## src/sv/dsra_pkg.sv

```systemverilog
// Package for the drawing-script register ALU: codes, sizes and the
// request/response structs between the sequencer and the ALU. No dependencies.
package dsra_pkg;

  localparam int NUM_REGS_DEF = 16;
  localparam int WORD_W = 16;
  localparam int CFG_NUM = 8;
  localparam int CFG_AW = 3;

  localparam logic [WORD_W-1:0] CALC_BASE = 16'hFF00;
  localparam logic [WORD_W-1:0] CALC_LAST = 16'hFF0F;

  localparam logic [2:0] MODE_START    = 3'd0;
  localparam logic [2:0] MODE_VAR_IMM  = 3'd1;
  localparam logic [2:0] MODE_VAR_CALC = 3'd2;
  localparam logic [2:0] MODE_DEFAULTS = 3'd3;
  localparam logic [2:0] MODE_DRAW     = 3'd4;

  localparam logic [2:0] KIND_FILL_RECT = 3'd0;
  localparam logic [2:0] KIND_DRAW_RECT = 3'd1;
  localparam logic [2:0] KIND_HLINE     = 3'd2;
  localparam logic [2:0] KIND_VLINE     = 3'd3;
  localparam logic [2:0] KIND_TEXT      = 3'd4;
  localparam logic [2:0] KIND_BITMAP    = 3'd5;

  localparam logic [3:0] OP_SET   = 4'd0;
  localparam logic [3:0] OP_ADD   = 4'd1;
  localparam logic [3:0] OP_SUB   = 4'd2;
  localparam logic [3:0] OP_MUL   = 4'd3;
  localparam logic [3:0] OP_DIV   = 4'd4;
  localparam logic [3:0] OP_AND   = 4'd5;
  localparam logic [3:0] OP_OR    = 4'd6;
  localparam logic [3:0] OP_XOR   = 4'd7;
  localparam logic [3:0] OP_SHL   = 4'd8;
  localparam logic [3:0] OP_SHR   = 4'd9;
  localparam logic [3:0] OP_MOD   = 4'd10;
  localparam logic [3:0] OP_NOT   = 4'd11;
  localparam logic [3:0] OP_NEG   = 4'd12;
  localparam logic [3:0] OP_SLIDE = 4'd13;
  localparam logic [3:0] OP_REG   = 4'd14;
  localparam logic [3:0] OP_NONE  = 4'd15;

  typedef struct packed {
    logic              start;
    logic [3:0]        op;
    logic [WORD_W-1:0] a;
    logic [WORD_W-1:0] b;
  } alu_req_t;

  typedef struct packed {
    logic              done;
    logic [WORD_W-1:0] result;
  } alu_rsp_t;

endpackage

```

## src/sv/draw_script_register_alu.sv

```systemverilog
// Drawing-script register ALU: one request at a time runs against a 16x16 register
// file held in a RAM with one read port; each read has a request and a wait state.
// Start and defaults load four registers from the settings, a draw of an unknown kind
// yields no command, and div or mod use the 16-step divider. in_ready
// is high only when idle; a finished draw command waits in the output register, and a
// draw or bad operand waits in its last step while that register is still full.
// Depends on dsra_pkg, dsra_ram and dsra_alu.
module draw_script_register_alu
  import dsra_pkg::*;
#(
  parameter int NUM_REGS = NUM_REGS_DEF
) (
  input  logic               clk,
  input  logic               rst_n,
  input  logic               cfg_we,
  input  logic [CFG_AW-1:0]  cfg_index,
  input  logic [WORD_W-1:0]  cfg_data,
  input  logic               in_valid,
  output logic               in_ready,
  input  logic [2:0]         in_mode,
  input  logic [2:0]         in_draw_kind,
  input  logic [3:0]         in_target_reg,
  input  logic [3:0]         in_alu_op,
  input  logic [15:0]        in_operand_word,
  input  logic [15:0]        in_coord_x,
  input  logic [15:0]        in_coord_y,
  input  logic [15:0]        in_size_w,
  input  logic [15:0]        in_size_h,
  input  logic [31:0]        in_color,
  input  logic [31:0]        in_text_flags,
  output logic               out_valid,
  input  logic               out_ready,
  output logic [2:0]         out_cmd_kind,
  output logic [15:0]        out_pos_x,
  output logic [15:0]        out_pos_y,
  output logic [15:0]        out_extent_w,
  output logic [15:0]        out_extent_h,
  output logic [31:0]        out_cmd_color,
  output logic [31:0]        out_cmd_flags,
  output logic               out_fault
);

  localparam int REG_AW = $clog2(NUM_REGS);

  localparam logic [3:0] S_IDLE    = 4'd0;
  localparam logic [3:0] S_INIT    = 4'd1;
  localparam logic [3:0] S_OPND    = 4'd2;
  localparam logic [3:0] S_OPND_W  = 4'd3;
  localparam logic [3:0] S_CUR     = 4'd4;
  localparam logic [3:0] S_CUR_W   = 4'd5;
  localparam logic [3:0] S_SRC     = 4'd6;
  localparam logic [3:0] S_SRC_W   = 4'd7;
  localparam logic [3:0] S_SLIDE   = 4'd8;
  localparam logic [3:0] S_SLIDE_W = 4'd9;
  localparam logic [3:0] S_EXEC    = 4'd10;
  localparam logic [3:0] S_BUSY    = 4'd11;
  localparam logic [3:0] S_WB      = 4'd12;
  localparam logic [3:0] S_CALC    = 4'd13;
  localparam logic [3:0] S_CALC_W  = 4'd14;
  localparam logic [3:0] S_EMIT    = 4'd15;

  // request fields
  logic [2:0]  mode_r;
  logic [2:0]  kind_r;
  logic [REG_AW-1:0] tgt_r;
  logic [15:0] opnd_r;
  logic [15:0] cx_r, cy_r, sw_r, sh_r;
  logic [31:0] color_r, flags_r;

  logic [WORD_W-1:0] cfg_r [CFG_NUM];

  logic [3:0]        state_r, state_nxt;
  logic [1:0]        cnt_r, cnt_nxt;
  logic              is_def_r, is_def_nxt;
  logic [3:0]        op_r, op_nxt;
  logic [WORD_W-1:0] cur_r, cur_nxt;
  logic [WORD_W-1:0] val_r, val_nxt;
  logic [WORD_W-1:0] res_r, res_nxt;
  logic [WORD_W-1:0] slot_r [4];
  logic [WORD_W-1:0] slot_nxt [4];
  logic              bad_r, bad_nxt;
  logic [NUM_REGS-1:0] valid_r, valid_nxt;
  logic [REG_AW-1:0] rd_addr_r;

  logic              out_valid_r, out_valid_nxt;
  logic [2:0]        out_kind_r, out_kind_nxt;
  logic [15:0]       out_x_r, out_x_nxt, out_y_r, out_y_nxt;
  logic [15:0]       out_w_r, out_w_nxt, out_h_r, out_h_nxt;
  logic [31:0]       out_color_r, out_color_nxt, out_flags_r, out_flags_nxt;
  logic              out_fault_r, out_fault_nxt;

  logic              ram_we, ram_re;
  logic [REG_AW-1:0] ram_waddr, ram_raddr;
  logic [WORD_W-1:0] ram_wdata, ram_rdata;
  logic [WORD_W-1:0] rvalue;

  alu_req_t alu_req;
  alu_rsp_t alu_rsp;

  logic              in_fire;
  logic [15:0]       calc_word;
  logic              calc_resolve;
  logic              rect_kind;

  assign in_ready = (state_r == S_IDLE);
  assign in_fire  = in_valid && in_ready;
  assign rvalue   = valid_r[rd_addr_r] ? ram_rdata : '0;
  assign rect_kind = (kind_r == KIND_FILL_RECT) || (kind_r == KIND_DRAW_RECT) ||
                     (kind_r == KIND_BITMAP);
  assign calc_resolve = !cnt_r[1] || rect_kind;

  always_comb begin
    unique case (cnt_r)
      2'd0:    calc_word = cx_r;
      2'd1:    calc_word = cy_r;
      2'd2:    calc_word = sw_r;
      default: calc_word = sh_r;
    endcase
  end

  dsra_ram #(
    .WIDTH(WORD_W),
    .DEPTH(NUM_REGS)
  ) u_regs (
    .clk  (clk),
    .we   (ram_we),
    .waddr(ram_waddr),
    .wdata(ram_wdata),
    .re   (ram_re),
    .raddr(ram_raddr),
    .rdata(ram_rdata)
  );

  dsra_alu u_alu (
    .clk  (clk),
    .rst_n(rst_n),
    .req  (alu_req),
    .rsp  (alu_rsp)
  );

  always_comb begin
    state_nxt     = state_r;
    cnt_nxt       = cnt_r;
    is_def_nxt    = is_def_r;
    op_nxt        = op_r;
    cur_nxt       = cur_r;
    val_nxt       = val_r;
    res_nxt       = res_r;
    slot_nxt      = slot_r;
    bad_nxt       = bad_r;
    valid_nxt     = valid_r;
    out_valid_nxt = out_valid_r && !out_ready;
    out_kind_nxt  = out_kind_r;
    out_x_nxt     = out_x_r;
    out_y_nxt     = out_y_r;
    out_w_nxt     = out_w_r;
    out_h_nxt     = out_h_r;
    out_color_nxt = out_color_r;
    out_flags_nxt = out_flags_r;
    out_fault_nxt = out_fault_r;
    ram_we        = 1'b0;
    ram_waddr     = tgt_r;
    ram_wdata     = res_r;
    ram_re        = 1'b0;
    ram_raddr     = tgt_r;
    alu_req.start = 1'b0;
    alu_req.op    = op_r;
    alu_req.a     = cur_r;
    alu_req.b     = val_r;

    unique case (state_r)
      S_IDLE: begin
        if (in_fire) begin
          op_nxt  = in_alu_op;
          val_nxt = in_operand_word;
          cnt_nxt = '0;
          bad_nxt = 1'b0;
          unique case (in_mode)
            MODE_START: begin
              valid_nxt  = '0;
              is_def_nxt = 1'b0;
              state_nxt  = S_INIT;
            end
            MODE_DEFAULTS: begin
              is_def_nxt = 1'b1;
              state_nxt  = S_INIT;
            end
            MODE_VAR_IMM:  state_nxt = S_CUR;
            MODE_VAR_CALC: state_nxt = S_OPND;
            MODE_DRAW:     state_nxt = (in_draw_kind > KIND_BITMAP) ? S_IDLE : S_CALC;
            default:       state_nxt = S_IDLE;
          endcase
        end
      end
      S_INIT: begin
        ram_we    = 1'b1;
        ram_waddr = REG_AW'(cnt_r);
        ram_wdata = cfg_r[{is_def_r, cnt_r}];
        valid_nxt[REG_AW'(cnt_r)] = 1'b1;
        cnt_nxt   = cnt_r + 2'd1;
        if (cnt_r == 2'd3) begin
          state_nxt = S_IDLE;
        end
      end
      S_OPND: begin
        if (opnd_r < CALC_BASE) begin
          state_nxt = S_CUR;
        end else if (opnd_r <= CALC_LAST) begin
          ram_re    = 1'b1;
          ram_raddr = opnd_r[REG_AW-1:0];
          state_nxt = S_OPND_W;
        end else begin
          state_nxt = S_EMIT;
        end
      end
      S_OPND_W: begin
        val_nxt   = rvalue;
        state_nxt = S_CUR;
      end
      S_CUR: begin
        ram_re    = 1'b1;
        state_nxt = S_CUR_W;
      end
      S_CUR_W: begin
        cur_nxt = rvalue;
        unique case (op_r)
          OP_REG:   state_nxt = S_SRC;
          OP_SLIDE: state_nxt = S_SLIDE;
          OP_NONE:  state_nxt = S_IDLE;
          default:  state_nxt = S_EXEC;
        endcase
      end
      S_SRC: begin
        ram_re    = 1'b1;
        ram_raddr = val_r[REG_AW-1:0];
        state_nxt = S_SRC_W;
      end
      S_SRC_W: begin
        val_nxt = rvalue;
        op_nxt  = val_r[7:4];
        unique case (val_r[7:4])
          OP_REG, OP_NONE: state_nxt = S_IDLE;
          OP_SLIDE:        state_nxt = S_SLIDE;
          default:         state_nxt = S_EXEC;
        endcase
      end
      S_SLIDE: begin
        ram_re    = 1'b1;
        ram_raddr = tgt_r - REG_AW'(1);
        state_nxt = S_SLIDE_W;
      end
      S_SLIDE_W: begin
        res_nxt   = rvalue;
        state_nxt = S_WB;
      end
      S_EXEC: begin
        alu_req.start = 1'b1;
        state_nxt     = S_BUSY;
      end
      S_BUSY: begin
        if (alu_rsp.done) begin
          res_nxt   = alu_rsp.result;
          state_nxt = S_WB;
        end
      end
      S_WB: begin
        ram_we           = 1'b1;
        valid_nxt[tgt_r] = 1'b1;
        state_nxt        = S_IDLE;
      end
      S_CALC: begin
        if (!calc_resolve) begin
          // lines carry a plain length and no height; text has no extent
          slot_nxt[cnt_r] = (cnt_r == 2'd2 && kind_r != KIND_TEXT) ? sw_r : '0;
        end else if (calc_word < CALC_BASE) begin
          slot_nxt[cnt_r] = calc_word;
        end else if (calc_word > CALC_LAST) begin
          slot_nxt[cnt_r] = '0;
          bad_nxt         = 1'b1;
        end
        if (calc_resolve && calc_word >= CALC_BASE && calc_word <= CALC_LAST) begin
          ram_re    = 1'b1;
          ram_raddr = calc_word[REG_AW-1:0];
          state_nxt = S_CALC_W;
        end else begin
          cnt_nxt   = cnt_r + 2'd1;
          state_nxt = (cnt_r == 2'd3) ? S_EMIT : S_CALC;
        end
      end
      S_CALC_W: begin
        slot_nxt[cnt_r] = rvalue;
        cnt_nxt         = cnt_r + 2'd1;
        state_nxt       = (cnt_r == 2'd3) ? S_EMIT : S_CALC;
      end
      S_EMIT: begin
        if (!out_valid_r || out_ready) begin
          out_valid_nxt = 1'b1;
          state_nxt     = S_IDLE;
          if (mode_r == MODE_VAR_CALC) begin
            out_kind_nxt  = '0;
            out_x_nxt     = '0;
            out_y_nxt     = '0;
            out_w_nxt     = '0;
            out_h_nxt     = '0;
            out_color_nxt = '0;
            out_flags_nxt = '0;
            out_fault_nxt = 1'b1;
          end else begin
            out_kind_nxt  = kind_r;
            out_x_nxt     = slot_r[0];
            out_y_nxt     = slot_r[1];
            out_w_nxt     = slot_r[2];
            out_h_nxt     = slot_r[3];
            out_color_nxt = (kind_r == KIND_BITMAP) ? '0 : color_r;
            out_flags_nxt = (kind_r == KIND_TEXT) ? flags_r : '0;
            out_fault_nxt = bad_r;
          end
        end
      end
      default: state_nxt = S_IDLE;
    endcase
  end

  always_ff @(posedge clk) begin
    if (!rst_n) begin
      state_r     <= S_IDLE;
      cnt_r       <= '0;
      valid_r     <= '0;
      out_valid_r <= 1'b0;
      for (int i = 0; i < CFG_NUM; i++) begin
        cfg_r[i] <= '0;
      end
    end else begin
      state_r     <= state_nxt;
      cnt_r       <= cnt_nxt;
      valid_r     <= valid_nxt;
      out_valid_r <= out_valid_nxt;
      if (cfg_we) begin
        cfg_r[cfg_index] <= cfg_data;
      end
    end
    is_def_r    <= is_def_nxt;
    op_r        <= op_nxt;
    cur_r       <= cur_nxt;
    val_r       <= val_nxt;
    res_r       <= res_nxt;
    slot_r      <= slot_nxt;
    bad_r       <= bad_nxt;
    out_kind_r  <= out_kind_nxt;
    out_x_r     <= out_x_nxt;
    out_y_r     <= out_y_nxt;
    out_w_r     <= out_w_nxt;
    out_h_r     <= out_h_nxt;
    out_color_r <= out_color_nxt;
    out_flags_r <= out_flags_nxt;
    out_fault_r <= out_fault_nxt;
    if (ram_re) begin
      rd_addr_r <= ram_raddr;
    end
    if (in_fire) begin
      mode_r  <= in_mode;
      kind_r  <= in_draw_kind;
      tgt_r   <= in_target_reg[REG_AW-1:0];
      opnd_r  <= in_operand_word;
      cx_r    <= in_coord_x;
      cy_r    <= in_coord_y;
      sw_r    <= in_size_w;
      sh_r    <= in_size_h;
      color_r <= in_color;
      flags_r <= in_text_flags;
    end
  end

  assign out_valid     = out_valid_r;
  assign out_cmd_kind  = out_kind_r;
  assign out_pos_x     = out_x_r;
  assign out_pos_y     = out_y_r;
  assign out_extent_w  = out_w_r;
  assign out_extent_h  = out_h_r;
  assign out_cmd_color = out_color_r;
  assign out_cmd_flags = out_flags_r;
  assign out_fault     = out_fault_r;

endmodule

```

## src/sv/dsra_ram.sv

```systemverilog
// Generic single-write, single-read RAM with registered read data.
// No dependencies.
module dsra_ram #(
  parameter int WIDTH = 16,
  parameter int DEPTH = 16
) (
  input  logic                     clk,
  input  logic                     we,
  input  logic [$clog2(DEPTH)-1:0] waddr,
  input  logic [WIDTH-1:0]         wdata,
  input  logic                     re,
  input  logic [$clog2(DEPTH)-1:0] raddr,
  output logic [WIDTH-1:0]         rdata
);

  logic [WIDTH-1:0] mem_r [DEPTH];

  always_ff @(posedge clk) begin
    if (we) begin
      mem_r[waddr] <= wdata;
    end
    if (re) begin
      rdata <= mem_r[raddr];
    end
  end

endmodule

```

## src/sv/dsra_alu.sv

```systemverilog
// 16-bit ALU: simple ops with a registered result plus a 16-step restoring divider for
// div and mod. Depends on dsra_pkg.
module dsra_alu
  import dsra_pkg::*;
(
  input  logic     clk,
  input  logic     rst_n,
  input  alu_req_t req,
  output alu_rsp_t rsp
);

  logic              busy_r, busy_nxt;
  logic              done_r, done_nxt;
  logic [4:0]        cnt_r, cnt_nxt;
  logic [WORD_W-1:0] rem_r, rem_nxt;
  logic [WORD_W-1:0] quo_r, quo_nxt;
  logic [WORD_W-1:0] div_b_r, div_b_nxt;
  logic              is_mod_r, is_mod_nxt;
  logic [WORD_W-1:0] res_r, res_nxt;

  logic [WORD_W-1:0] simple_res;
  logic [2*WORD_W-1:0] prod;
  logic [WORD_W:0]   shifted;
  logic [WORD_W:0]   diff;
  logic [WORD_W-1:0] rem_step;
  logic [WORD_W-1:0] quo_step;

  assign prod = req.a * req.b;

  always_comb begin
    unique case (req.op)
      OP_SET:  simple_res = req.b;
      OP_ADD:  simple_res = req.a + req.b;
      OP_SUB:  simple_res = req.a - req.b;
      OP_MUL:  simple_res = prod[WORD_W-1:0];
      OP_AND:  simple_res = req.a & req.b;
      OP_OR:   simple_res = req.a | req.b;
      OP_XOR:  simple_res = req.a ^ req.b;
      OP_SHL:  simple_res = (req.b >= 16'd16) ? '0 : (req.a << req.b[3:0]);
      OP_SHR:  simple_res = (req.b >= 16'd16) ? '0 : (req.a >> req.b[3:0]);
      OP_NOT:  simple_res = (req.a == '0) ? 16'd1 : '0;
      OP_NEG:  simple_res = '0 - req.a;
      default: simple_res = '0;  // div/mod by zero, or unused codes
    endcase
  end

  assign shifted  = {rem_r, quo_r[WORD_W-1]};
  assign diff     = shifted - {1'b0, div_b_r};
  assign rem_step = diff[WORD_W] ? shifted[WORD_W-1:0] : diff[WORD_W-1:0];
  assign quo_step = {quo_r[WORD_W-2:0], ~diff[WORD_W]};

  always_comb begin
    busy_nxt   = busy_r;
    done_nxt   = 1'b0;
    cnt_nxt    = cnt_r;
    rem_nxt    = rem_r;
    quo_nxt    = quo_r;
    div_b_nxt  = div_b_r;
    is_mod_nxt = is_mod_r;
    res_nxt    = res_r;
    if (busy_r) begin
      rem_nxt = rem_step;
      quo_nxt = quo_step;
      cnt_nxt = cnt_r - 5'd1;
      if (cnt_r == 5'd1) begin
        busy_nxt = 1'b0;
        done_nxt = 1'b1;
        res_nxt  = is_mod_r ? rem_step : quo_step;
      end
    end else if (req.start) begin
      if ((req.op == OP_DIV || req.op == OP_MOD) && req.b != '0) begin
        busy_nxt   = 1'b1;
        cnt_nxt    = 5'(WORD_W);
        rem_nxt    = '0;
        quo_nxt    = req.a;
        div_b_nxt  = req.b;
        is_mod_nxt = (req.op == OP_MOD);
      end else begin
        done_nxt = 1'b1;
        res_nxt  = simple_res;
      end
    end
  end

  always_ff @(posedge clk) begin
    if (!rst_n) begin
      busy_r <= 1'b0;
      done_r <= 1'b0;
      cnt_r  <= '0;
    end else begin
      busy_r <= busy_nxt;
      done_r <= done_nxt;
      cnt_r  <= cnt_nxt;
    end
    rem_r    <= rem_nxt;
    quo_r    <= quo_nxt;
    div_b_r  <= div_b_nxt;
    is_mod_r <= is_mod_nxt;
    res_r    <= res_nxt;
  end

  assign rsp.done   = done_r;
  assign rsp.result = res_r;

endmodule

```

## config.mk

```make
export PLATFORM = sky130hd
export DESIGN_NAME = draw_script_register_alu
export DESIGN_NICKNAME = d
export VERILOG_FILES = /design/src/sv/dsra_pkg.sv /design/src/sv/draw_script_register_alu.sv /design/src/sv/dsra_ram.sv /design/src/sv/dsra_alu.sv
export SDC_FILE = /design/constraint.sdc
export NUM_CORES = 2
export LEC_CHECK = 0
export ABC_AREA = 1
export BUFFER_PORTS_ARGS = -buffer_cell sky130_fd_sc_hd__buf_2
export CAP_MARGIN = 20
export CORE_MARGIN = 2
export CORE_UTILIZATION = 60
export DETAILED_ROUTE_END_ITERATION = 16
export HOLD_SLACK_MARGIN = 0.03
export PLACE_DENSITY = 0.83
export SLEW_MARGIN = 20
export SYNTH_ARGS = -nofsm -noshare
export SYNTH_HDL_FRONTEND = slang
export SYNTH_SLANG_ARGS = --single-unit
```

## constraint.sdc

```tcl
create_clock -name clk -period 27.7 [get_ports clk]
set_input_delay 1.385 -clock clk [delete_from_list [all_inputs] [get_ports clk]]
set_output_delay 1.385 -clock clk [all_outputs]
set_load 0.005 [all_outputs]
```

# Word-level counts from Yosys, hierarchy flattened
# Memory sizes are Yosys's and may differ from the RTL's. A register that Yosys moved wholly into a read port is not among the register bits.
# Index checks and enable logic that the tools add are counted.
# word_totals
reg_bits,503
ram_bits,384
out_inout_bits,134
elab_cells,292
inputBits,182
mem_count,2
# op_classes
n_mul,1
shifts,2
magnitude_cmp,15
add_sub_neg,7
n_mux,99
eq_ne,58
reduce_logical,56
bitwise_logic,11
# memory_table
name,depth,word_bits,read_ports,rd_ports_with_merged_regs,write_ports,line_no,rtl
u_regs.mem_r,16,16,1,1,1,dsra_ram.sv:16,logic [WIDTH-1:0] mem_r [DEPTH];
cfg_r,8,16,1,0,8,draw_script_register_alu.sv:70,logic [WORD_W-1:0] cfg_r [CFG_NUM];
# ops
op,count
16-bit two-way mux,23
64-bit bitwise mux,3
64-bit two-way mux,3
16-bit one-hot mux with 11 select lines,1
64-bit one-hot mux with 2 select lines,1
16-bit one-hot mux with 3 select lines,2
4-bit == test (second input constant),19
64-bit bitwise AND,1
64-bit NOT,1
16-bit one-hot mux with 2 select lines,2
4-bit one-hot mux with 16 select lines,1
4-bit two-way mux,12
16-bit demux with 2-bit select,1
4-bit by 3-bit == test with 1-bit output (second input constant),8
16-bit less-or-equal comparator (second input constant),2
16-bit < comparator (second input constant),2
16-bit OR,2
4-bit one-hot mux with 4 select lines,2
1-bit two-way mux,30
17-bit by 16-bit subtractor with 17-bit output,1
16-bit adder,1
16-bit bitwise AND,1
4-bit by 2-bit == test with 1-bit output (second input constant),4
16-bit greater-or-equal comparator (second input constant),1
60 further kinds,125

# Longest topological paths before layout
# logic_depth
depth_word,11
ltp_mapped,30
mapped_depth_nobuf,28

# Modules after synthesis
# Synthesis repeated with hierarchy kept, for this count alone.
# hier_totals
hier_cells,5297
hier_area_um2,48187.5
# by_module_without_submodules
module,n_inst,seq_area_each_um2,cells_each,area_each_um2
draw_script_register_alu,1,16555.9,2440,24567.3
dsra_alu,1,2092.0,1783,12079.1
dsra_ram,1,8167.8,1074,11541.1

# Least setup slack after synthesis
# Ideal clock, no wire load.
# synth_timing
kind,input to register
from,in out_ready
to,"reg out_color_r[0], in the netlist out_cmd_color[0], enable pin"
path_buffers,0
setup_ns,0.785
required_time_ns,26.915
cell_stages,2
path_slack_ns,16.580
arrival_ns,10.336
cell_sequence,nor2_1 > nor3_1
# synth_via
elab_chain_len,2
# synth_lines
item,line_no,rtl
from (decl),draw_script_register_alu.sv:32,"input logic out_ready,"
1-bit logical OR,draw_script_register_alu.sv:296,if (!out_valid_r || out_ready) begin
2-bit AND reduction (no source line),n/a,
to (signal assigned),draw_script_register_alu.sv:354,out_color_r <= out_color_nxt;
to (decl),draw_script_register_alu.sv:89,"logic [31:0] out_color_r, out_color_nxt, out_flags_r, out_flags_nxt;"
# Every way passes these cells.
# A chain may end at the register's enable or synchronous reset.

# Worst setup path after layout
# layout_timing
from,reg cnt_r[0]
to,"reg u_regs.rdata[7] (read register of u_regs.mem_r), data pin"
# layout_via
elab_chain_len,7
word_cells_on_any_way,12
cone_classes,order compare (2); eq/ne (2); mux (5); reduce/logical (3)
# layout_lines
item,line_no,rtl
from (decl),draw_script_register_alu.sv:73,"logic [1:0] cnt_r, cnt_nxt;"
from (signal assigned),draw_script_register_alu.sv:335,cnt_r <= cnt_nxt;
2-bit == test (tied with other cells),draw_script_register_alu.sv:113,unique case (cnt_r)
16-bit one-hot mux with 3 select lines (*),draw_script_register_alu.sv:113,
16-bit greater-or-equal comparator,draw_script_register_alu.sv:281,if (calc_resolve && calc_word >= CALC_BASE && calc_word <= CALC_LAST) begin
1-bit logical AND (2 in a row),draw_script_register_alu.sv:281,
4-bit two-way mux or 1-bit two-way mux (tied branches),draw_script_register_alu.sv:281,
4-bit one-hot mux with 4 select lines or 1-bit one-hot mux with 3 select lines (tied branches),draw_script_register_alu.sv:171,unique case (state_r)
to (decl),dsra_ram.sv:13,output logic [WIDTH-1:0] rdata
# Mark *: on every way between the ends. The rest lies on a longest branch, timed or not.

==> results.toml <==
[critical_path]
cp_cell_sequence = "buf_4 -> inv_2 -> ha_1 -> nand2_1 -> nand3_1 -> nand2_1 -> nand2_1 -> nand2_1 -> nor2_1 -> nand2_2 -> nor2_2 -> nand3_1 -> nand3_1 -> nand2_4 -> nand2_4 -> buf_4 -> nand2_1 -> nand3_1 -> nand3_1 -> nand3_1 -> nand2_1"
crit_slowest_cell = "ha_1"
slowest_delay_ps = 950
setup.worst_path.start_class = "register"
r2r_slack_ps = 21480
worstPathMaxFanout = 72
critical_path_class = "register to register"
critPathRequiredTime_ps = 28100
crit_arrival_ps = 6620
crit_path_end_kind = "register"

[synthesis]
synthFlopType = "edfxtp_1"
yosys_warnings = 0
synthTopCellsByArea = "edfxtp_1 56%, nand2_1 8.5%, inv_1 5.9%"
syn_inst = 4959
synth_area_mm2 = 0.04712
synth-edff-count = 873
yosysMostFrequentCell = "nand2_1"
synthDominantCellAreaShare_pct = 55.64
synth_commonest_cells = "1,072 x nand2_1, 873 x edfxtp_1, 735 x inv_1"
async_reset_ff_share_pct = 0
ys_ff_latch = 903
synth_cell_types = 53
avgSynthCellArea_um2 = 9.501
ys_seq_area_share_pct = 56.92
synth_largest_area_cell = "edfxtp_1"
syn_nets = 5348

[clocking]
clk_latency_ps = 680
clk_pin_slew_ps = 60
cts_resized = 0
hold_buffers = 0
cts_root_buffer = "clkbuf_16"
cts_tree = "yes"
clkSinkCount = 903
cts_max_level = 3
cts_setup_buffers = 0
cts_made_buffers = 88
cts_buffer_depth = 3

[power]
clockPowerShare_pct = 20.8
cell_internal_pwr_mw = 3.201
p_per_area_mw_per_mm2 = 106.6
leakage_nw = 22.37
seqPwrFrac_pct = 32.7
ir_drop_mv = 0.2180
swShare_pct = 42.69
netSwitchingPower_mw = 2.384
p_comb_share_pct = 46.6
finalPower_mw = 5.585

[floorplan]
dieArea_mm2 = 0.08078
initial_core_util_pct = 60.72
num_io_pins = 316
num_rows = 102
core_mm2 = 0.07759
fp.dieW_um = 284.2
die_h_um = 284.2

[sta]
hold_viol = 0
fmaxAchievable_mhz = 160.8
rsz0062_at_grt = "no"
max-slew-margin-rel_pct = 25.93
drv_slew = 0
worst_pin_slew_ps = 1111
setup_viol = 0
setup_tns_ps = 0
layout_min_cycle_time_ps = 6219
clock_skew_ps = 39.55
fin_hold_ws_ps = 446.2
post-route-period-util_pct = 22.45

[detailed_routing]
wl_per_cell_um = 22.69
drc = 0
drt_iter0_drc = 6354
num_vias = 38090
viasPerCell = 6.036
dr.pass1.iters = 9
ant_nets = 0
wl_um = 143200

[layout]
drive_above_1_share_pct = 10.54
regArea_mm2 = 0.02682
fin_area_mm2 = 0.05238
stdcell_count = 6311
area_growth_pct = 11.18
fin_nets = 5587
multi_input_area_mm2 = 0.01650
fillers = 5797

[run_status]
status = "finished, final reports clean"

[placed_design]
port_buffers = 315
gp_congestion = 1.110
dpl_cell_area_mm2 = 0.04958
hpwlAfterDp_um = 94620
dp_cells = 6145

[global_route]
grt_pass1_wl_um = 213000
grt-ovfl-total = 0
grt_pass1_vias = 35740
grt_usage_pct = 34.64
grt_start_max_net_pins = 87
antenna_found_initial = 6

[worst_hold_path]
hp-class = "register to register"

[job]
cap_viol_max_count = 0
-- sequential cells by signal, summed over array words and instances (netlist names), 32 cells and up --
signal         cells
cfg_r            128
out_cmd_color     32
slot_r            64
flags_r           32
color_r           32
u_regs.mem_r     256
out_cmd_flags     32
-- placed cells by master (no fill, tap or decap), drive strengths merged, types with 9 or more instances in the layout --
cell type	synthesis	layout
o2111ai	14	14
o211ai	37	37
clkinv	8	53
a21oi	151	151
buf	84	391
xnor2	20	20
nand3	433	433
a221oi	9	9
nand4	16	16
nor4	9	9
nand2	1075	1075
dfxtp	30	30
nor2	469	469
inv	748	751
o22ai	47	47
a211oi	12	12
nor3	22	22
xor2	34	34
fa	82	82
o221ai	18	18
clkbuf	158	107
a31oi	14	14
o21ai	372	372
nand3b	30	30
ha	125	125
a21boi	19	19
edfxtp	873	873
-- worst max-delay path: cells and delay by family, from the launching register on --
family,cells,cell delay (ps)
simple gates,17,3180
buf+inv,3,1410
fa+ha+maj,1,950
flops,1,310
-- power groups by stage --
stage / clock (mW) / combinational [mW] / sequential (mW)
final: 1.16 / 2.60 / 1.82
after CTS: 1.16 / 2.54 / 1.82
after detailed placement: 0 / 2.51 / 1.85
after global routing: 1.22 / 2.88 / 1.83
after floorplan: 0 / 1.81 / 1.84
after global placement: 0 / 2.42 / 1.84
-- cells by family (layout without fill, tap and decap cells) --
family | after synthesis | after routing | share of synthesized area, %
mux | 1 | 1 | 0.02125
xor+xnor | 54 | 54 | 1.004
flops | 903 | 903 | 56.92
buf+inv | 998 | 1307 | 8.224
compound gates | 728 | 728 | 8.819
other cells | 0 | 3 | 0
simple gates | 2068 | 2068 | 18.21
fa+ha+maj | 207 | 207 | 6.804
-- per-layer routing --
metal	up-vias	share of wire (%)	track usage, %
li1	17000	-	-
met1	17780	36	46.52
met2	2836	46	53.99
met3	481	14	8.876
met4	2	4.7	14.32
met5	-	0.011	0
-- worst paths after layout --
kind                            depth (start not counted)                   endpoint                     start
worst min register to register                          2   valid_r[14]$_SDFFE_PN0P_  valid_r[14]$_SDFFE_PN0P_
worst max register to register                         21  u_regs.rdata[7]$_DFFE_PP_     cnt_r[0]$_SDFFE_PN0P_
worst max-delay path                                   21  u_regs.rdata[7]$_DFFE_PP_     cnt_r[0]$_SDFFE_PN0P_
worst min-delay path                                    2   valid_r[14]$_SDFFE_PN0P_  valid_r[14]$_SDFFE_PN0P_
-- metrics by stage --
step	utilization, %	setup slack, ps
floorplan	-	16580
global placement	63.89	21830
detailed placement	63.89	21690
CTS	67.44	21670
global route	67.51	21160
finish	67.51	21480
-- area by class of cell --
cell class	count	share of cell area [%]
sequential	903	51.19
tap	1040	2.484
inverter	756	5.420
timing repair buffer	391	4.142
antenna	3	0.01433
multi-input combinational	3058	31.49
clock inverter	53	0.8742
clock buffer	107	4.378
Power figures use the tool's default switching activity.
